**config.mk**
```make
export PLATFORM = sky130hd
export DESIGN_NAME = htw_front
export DESIGN_NICKNAME = d
export VERILOG_FILES = /design/src/rtl/htw_pkg.sv /design/src/rtl/htw_front.sv
export SDC_FILE = /design/constraint.sdc
export NUM_CORES = 1
export LEC_CHECK = 0
export CAP_MARGIN = 0
export CORE_ASPECT_RATIO = 1.25
export CORE_MARGIN = 2
export CORE_UTILIZATION = 45
export CTS_CLUSTER_SIZE = 8
export DETAILED_ROUTE_END_ITERATION = 8
export DONT_BUFFER_PORTS = 1
export GPL_ROUTABILITY_DRIVEN = 0
export GPL_TIMING_DRIVEN = 0
export PLACE_DENSITY = 0.61
export SETUP_SLACK_MARGIN = 0.05
export SYNTH_ARGS = -nofsm -noshare
export SYNTH_HDL_FRONTEND = slang
export SYNTH_SLANG_ARGS = --single-unit
```
**constraint.sdc**
```tcl
create_clock -name clk -period 16.5 [get_ports clk]
set_input_delay 2.475 -clock clk [delete_from_list [all_inputs] [get_ports clk]]
set_output_delay 2.475 -clock clk [all_outputs]
set_load 0.05 [all_outputs]
```
**src/rtl/htw_pkg.sv**
```systemverilog
// ---------------------------------------------------------------------------
// htw_pkg: shared types and constants of the timing wheel
// Wheel geometry, command and result codes, slot address helpers.
// ---------------------------------------------------------------------------
`default_nettype none
package htw_pkg;

  localparam int NEAR_BITS    = 8;
  localparam int LEVEL_BITS   = 6;
  localparam int LEVELS       = 4;
  localparam int LVL_W        = 2;
  localparam int POOL_ENTRIES = 64;
  localparam int PIDX_W       = 6;              // entry index
  localparam int PTR_W        = PIDX_W + 1;     // entry index or empty code
  localparam logic [PTR_W-1:0] NIL = PTR_W'(POOL_ENTRIES);
  localparam int LSLOT_W      = LVL_W + LEVEL_BITS;
  localparam int SLOT_AW      = 1 + ((NEAR_BITS > LSLOT_W) ? NEAR_BITS : LSLOT_W);
  localparam int SLOTS        = 1 << SLOT_AW;

  // command codes from the front part
  localparam logic [1:0] CMD_ADD  = 2'd0;
  localparam logic [1:0] CMD_IMM  = 2'd1;
  localparam logic [1:0] CMD_TICK = 2'd2;

  // result kinds
  localparam logic [1:0] KIND_EXPIRED   = 2'd0;
  localparam logic [1:0] KIND_IMMEDIATE = 2'd1;
  localparam logic [1:0] KIND_REJECTED  = 2'd2;

  typedef struct packed {
    logic [1:0]  cmd;
    logic [31:0] owner;
    logic [31:0] session;
    logic [31:0] timeout;
  } htw_cmd_t;

  typedef struct packed {
    logic     hit;
    logic [SLOT_AW-1:0] addr;
  } htw_casc_t;

  function automatic logic [SLOT_AW-1:0] near_slot(input logic [31:0] t);
    near_slot = SLOT_AW'(t[NEAR_BITS-1:0]);
  endfunction

  function automatic logic [SLOT_AW-1:0] level_slot(input logic [LVL_W-1:0] lvl,
                                                    input logic [LEVEL_BITS-1:0] idx);
    level_slot = (SLOT_AW'(1) << (SLOT_AW - 1)) | SLOT_AW'({lvl, idx});
  endfunction

  // slot for an expiry: near if in the current near window, else lowest level
  // whose window is shared, else the top level
  function automatic logic [SLOT_AW-1:0] file_slot(input logic [31:0] when,
                                                   input logic [31:0] now);
    logic [SLOT_AW-1:0] a;
    a = level_slot(LVL_W'(LEVELS - 1),
                   LEVEL_BITS'(when >> (NEAR_BITS + LEVEL_BITS * (LEVELS - 1))));
    for (int l = LEVELS - 2; l >= 0; l--) begin
      if ((when >> (NEAR_BITS + LEVEL_BITS * (l + 1))) ==
          (now >> (NEAR_BITS + LEVEL_BITS * (l + 1))))
        a = level_slot(LVL_W'(l), LEVEL_BITS'(when >> (NEAR_BITS + LEVEL_BITS * l)));
    end
    if ((when >> NEAR_BITS) == (now >> NEAR_BITS))
      a = near_slot(when);
    file_slot = a;
  endfunction

  // level slot to cascade after the counter has moved to ct
  function automatic htw_casc_t casc_slot(input logic [31:0] ct);
    htw_casc_t c;
    logic [LEVEL_BITS-1:0] idx;
    logic [31:0] low_mask;
    c.hit  = (ct[NEAR_BITS-1:0] == '0);
    c.addr = level_slot(LVL_W'(LEVELS - 1), '0);
    for (int l = LEVELS - 1; l >= 0; l--) begin
      idx      = LEVEL_BITS'(ct >> (NEAR_BITS + LEVEL_BITS * l));
      low_mask = 32'((64'(1) << (NEAR_BITS + LEVEL_BITS * l)) - 64'(1));
      if (((ct & low_mask) == '0) && (idx != '0))
        c.addr = level_slot(LVL_W'(l), idx);
    end
    casc_slot = c;
  endfunction

endpackage
`default_nettype wire

```
**src/rtl/htw_front.sv**
```systemverilog
// ---------------------------------------------------------------------------
// htw_front: input acceptance and classification
// Sorts each item into tick, immediate answer or add, and queues it.
// ---------------------------------------------------------------------------
`default_nettype none
module htw_front (
  input  wire logic              clk,
  input  wire logic              rst_n,
  input  wire logic              in_tvalid,
  output logic                   in_tready,
  input  wire logic [95:0]       in_tdata,
  input  wire logic              in_tuser,
  output logic                   cmd_valid,
  output htw_pkg::htw_cmd_t      cmd,
  input  wire logic              cmd_pop
);

  htw_pkg::htw_cmd_t q_r [2];
  logic       wr_ptr_r, wr_ptr_nxt;
  logic       rd_ptr_r, rd_ptr_nxt;
  logic [1:0] cnt_r, cnt_nxt;
  logic       push;
  htw_pkg::htw_cmd_t in_cmd;
  logic [31:0] tmo;

  assign tmo       = in_tdata[95:64];
  assign in_tready = (cnt_r != 2'd2);
  assign push      = in_tvalid && in_tready;
  assign cmd_valid = (cnt_r != 2'd0);
  assign cmd       = q_r[rd_ptr_r];

  always_comb begin
    in_cmd.owner   = in_tdata[31:0];
    in_cmd.session = in_tdata[63:32];
    in_cmd.timeout = tmo;
    if (in_tuser) begin
      in_cmd.cmd = htw_pkg::CMD_TICK;
    end else if ((tmo == '0) || tmo[31]) begin
      in_cmd.cmd = htw_pkg::CMD_IMM;
    end else begin
      in_cmd.cmd = htw_pkg::CMD_ADD;
    end
  end

  always_comb begin
    wr_ptr_nxt = push ? ~wr_ptr_r : wr_ptr_r;
    rd_ptr_nxt = cmd_pop ? ~rd_ptr_r : rd_ptr_r;
    cnt_nxt    = cnt_r + 2'(push) - 2'(cmd_pop);
  end

  always_ff @(posedge clk) begin
    if (!rst_n) begin
      wr_ptr_r <= 1'b0;
      rd_ptr_r <= 1'b0;
      cnt_r    <= 2'd0;
    end else begin
      wr_ptr_r <= wr_ptr_nxt;
      rd_ptr_r <= rd_ptr_nxt;
      cnt_r    <= cnt_nxt;
    end
  end

  always_ff @(posedge clk) begin
    if (push) begin
      q_r[wr_ptr_r] <= in_cmd;
    end
  end

  assert property (@(posedge clk) disable iff (!rst_n) cmd_pop |-> cmd_valid)
    else $error("pop from empty command queue");
  assert property (@(posedge clk) disable iff (!rst_n) cnt_r <= 2'd2)
    else $error("command queue count overflow");
  assert property (@(posedge clk) disable iff (!rst_n)
                   (push && !cmd_pop) |=> (cnt_r == $past(cnt_r) + 2'd1))
    else $error("command queue count lost a push");

endmodule
`default_nettype wire

```
## Yosys cells after proc, flatten, opt, wreduce, memory -nomap -nowiden

Memory sizes are Yosys's and may differ from the RTL's. A register that Yosys moved wholly into a read port is not among the register bits.
Index checks and enable logic that the tools add are counted.

- Bits in registers: 4
- Memories: 1
- Logic and storage cells: 19
- Input port bits: 101
- Bits in writable memories: 196
- Output and inout port bits: 100

- Bitwise operators: 2
- $add $sub $neg: 2
- Multiplexer cells: 6
- Reduce and logical (&&, ||, !) cells: 4
- Equality and inequality tests: 1

Memory list:

| name | depth | bits a word | rd ports | clocked after Yosys merged registers in | wr ports | line | RTL |
|---|---|---|---|---|---|---|---|
| q_r | 2 | 98 | 1 | 1 | 1 | htw_front.sv:18 | `htw_pkg::htw_cmd_t q_r [2];` |

Operator list:

| cell | number |
|---|---|
| logical NOT 32 bit | 1 |
| two-way mux 1 bit | 5 |
| adder 2 x 1 -> 2 bit | 1 |
| two-way mux 2 bit | 1 |
| != test 2 bit (second input constant) | 1 |
| inverter 1 bit | 2 |
| nonzero test 2 bit | 1 |
| subtractor 2 x 1 -> 2 bit | 1 |
| logical AND 1 bit | 1 |
| logical OR 1 bit | 1 |

## Logic depth before layout (Yosys ltp)

- Word-level depth: 4
- Gate-level depth with buffers: 8
- Depth with buffers taken out: 8

## Worst setup path after synthesis

Ideal clock, no wire load.

- Path type: input to register
- Start: in in_tvalid
- End: mem q_r[0][0] (netlist name), enable pin
- Stages: 2
- Setup slack: 9.270 ns
- Arrival: 6.674 ns
- Data required time: 15.944 ns
- Cell sequence: nand2_1 > nor2_1

- Cells in the longest elaborated chain, start to end: 3

Ends and longest elaborated chain:

| element | line | RTL |
|---|---|---|
| from (decl) | htw_front.sv:9 | `input wire logic in_tvalid,` |
| logical AND 1 bit | htw_front.sv:28 | `assign push = in_tvalid && in_tready;` |
| two-way mux 1 bit | htw_front.sv:64 | `if (push) begin` |
| two-way mux 1 bit (implied by the code) | htw_front.sv:65 | `q_r[wr_ptr_r] <= in_cmd;` |
| to (decl) | htw_front.sv:18 |  |

Every way passes these cells.

==> impl_metrics.tcl <==
set metrics [dict create \
    die_height_um 148 \
    insertedDiodeCount 0 \
    drc_errors 0 \
    period_minus_slack_ns 4.25 \
    io_buffers 0 \
    h-tree-depth 1 \
    crit_path_start_kind "flip-flop" \
    cts_setup_buffers 0 \
    ys.warnings.count 0 \
    critical_path_required_ns 14.03 \
    tightest_slew_ns 0.715 \
    maxSlewViolCount 0 \
    vias_per_cell 5.26 \
    clock_skew_ns 0.00807 \
    cts_sinks 201 \
    insertion_delay_ns 0.50 \
    whs_path_depth 2 \
    crit_path_max_fanout 10 \
    critPathBufInv 2 \
    path_cells "buf_6 -> buf_2 -> mux2_2" \
    antenna_left 0 \
    synth-edff-count 196 \
    synth_nets 442 \
    initial_core_util_pct 45.9 \
    cts_tree "yes" \
    ctsHoldBuffers 0 \
    synth_area_per_cell_um2 22.0 \
    relSlewSlack_pct 52.2 \
    synth.top_cells.by_count "196 x edfxtp_1, 78 x mux2_2, 20 x mux2_4" \
    synth.area.top_cells "edfxtp_1 79%, mux2_2 12%, mux2_4 4.0%" \
    cts-resized-gates 0 \
    fillers 1264 \
    synthesis.area_um2 7440 \
    grt_max_degree 58 \
    die_w_um 119 \
    synth_cells 339 \
    synth_top_area_cell "edfxtp_1" \
    synth-seq-cells 201 \
    power_leakage_uw 0.00286 \
    vias 3169 \
    grt_pass1_vias 3511 \
    outcome "finished, final reports clean" \
    cp.arrival_ns 1.78 \
    num-nets-final 477 \
    cts-root-buf "clkbuf_16" \
    min_period_over_period_pct 25.8 \
    rsz0062_at_grt "false" \
    fin_setup_tns_ns 0 \
    max_stage_delay_ns 0.52 \
    worstSetupEndpointType "output pin" \
    first_pass_iters 4 \
    grt_usage_pct 14.6 \
    dp_hpwl_um 8900 \
    post_drt_wl_per_cell_um 21.8 \
    cap_viol_max_count 0 \
    cts.clk_slew.worst_paths_ns 0.05 \
    final_hold_viol_count 0 \
    grt.overflow.total 0 \
    reg2reg_depth 5 \
    postLayoutCellArea_um2 8600 \
    finalSetupViolCount 0 \
    synth_ff_type "edfxtp_1" \
    totalWireLength_um 13100 \
    synth_top_area_share_pct 79.1 \
    area_delta_synth_final_pct 15.6 \
    postSynth.asyncResetShare_pct 0 \
    cts_buffers 29 \
    synth_cell_types 19 \
    coreArea_um2 16200 \
    dpl_cell_area_um2 7820 \
    grt_pass1_wl_um 19700 \
    yosysMostFrequentCell "edfxtp_1" \
    cp_top_family "multiplexers" \
    seq_area_frac_synth_pct 80.4 \
    num_rows 52 \
    worst-path-stages 3 \
    crit_slowest_cell "mux2_2" \
    ioPinCount 201 \
    antenna_found_initial 0 \
    dieArea_um2 17600 \
    vdd_drop_max_mv 0.0976 \
    cts_max_path_buffers 3 \
    max_freq_mhz 235 \
    holdCritPathClass "flip-flop to flip-flop" \
    p_per_area_nw_per_um2 176 \
    path_class "flip-flop to output pin" \
    drtIter0Drc 161 \
    drive_gt1_share_pct 37.8 \
    finalPower_uw 1520 \
]
==> per-stage QoR <==
stage          cells  utilization (%)  hold WS [ns]  worst slack (ns)
4_1_cts          602             53.1         0.586             12.18
6_report         602             53.1         0.585             12.25
3_5_place_dp     559             48.3         0.578             12.44
2_1_floorplan    339                -         0.555              9.27
5_1_grt          602             53.1         0.626             12.13
3_3_place_gp     555             47.6         0.567              6.97
==> worst reg2reg max path: stages, from the launching register on <==
cell and delay, ns:
dfxtp_1 0.35, nand2b_1 0.50, nand2_1 0.29, nor2_4 0.62
buf_12 0.30, buf_16 0.20
==> layout by cell type (no fill, tap or decap) <==
master and instances:
a21oi_1 1, and2_1 5, and3_4 1, and4_1 2, buf_12 2, buf_16 2
buf_2 7, buf_6 4, clkbuf_1 13, clkbuf_16 29, clkinv_4 1, dfxtp_1 5
edfxtp_1 196, ha_1 2, inv_1 1, mux2_2 78, mux2_4 20, nand2_1 1
nand2b_1 1, nor2_1 1, nor2_4 1, nor4_1 8, or2_2 1, xnor2_1 3
xor2_1 1
==> logic make-up after synthesis <==
| group | count (synthesis) | share of synthesized area [%] |
|---|---|---|
| simple gates | 21 | 1.73 |
| flops | 201 | 80.4 |
| buf+inv | 12 | 1.13 |
| fa+ha+maj | 2 | 0.336 |
| compound gates | 1 | 0.0672 |
| xor+xnor | 4 | 0.471 |
| mux | 98 | 15.8 |
==> final cells by class <==
cell class                 count  area [um2]  share of cell area, %
buffer                        11        80.1                  0.931
clock buffer                  42         774                   9.00
multi-input combinational    126        1390                   16.1
tap                          216         270                   3.14
timing repair buffer           4        95.1                   1.11
sequential                   201        5990                   69.6
inverter                       1        3.75                 0.0436
clock inverter                 1        8.76                  0.102
==> where the power goes <==
group          internal, uW  total [uW]  switching [uW]
combinational          74.4         340             266
clock                   317         504             187
sequential              655         672            17.3
==> path summary, 6_finish.rpt <==
check,from,to,slack (ns)
worst max-delay path,flip-flop,cmd[55],12.25
worst min-delay path,rd_ptr_r,flip-flop,0.58
worst max register to register,cnt_r[0],q_r[0][88],13.94
worst min register to register,rd_ptr_r,flip-flop,0.58
==> routing by layer <==
layer / GRT usage [%] / wire (um) / up-vias
li1: - / - / 1419
met1: 14.9 / 4370 / 1587
met2: 26.5 / 7210 / 132
met3: 5.29 / 1140 / 31
met4: 6.67 / 425 / 0
met5: 0 / 0 / -
==> state kept, by name (all words and copies together) (netlist names), named ones only <==
name,flops
cnt_r,2
rd_ptr_r,1
q_r,196
wr_ptr_r,1
(Power assumes the default switching activity.)
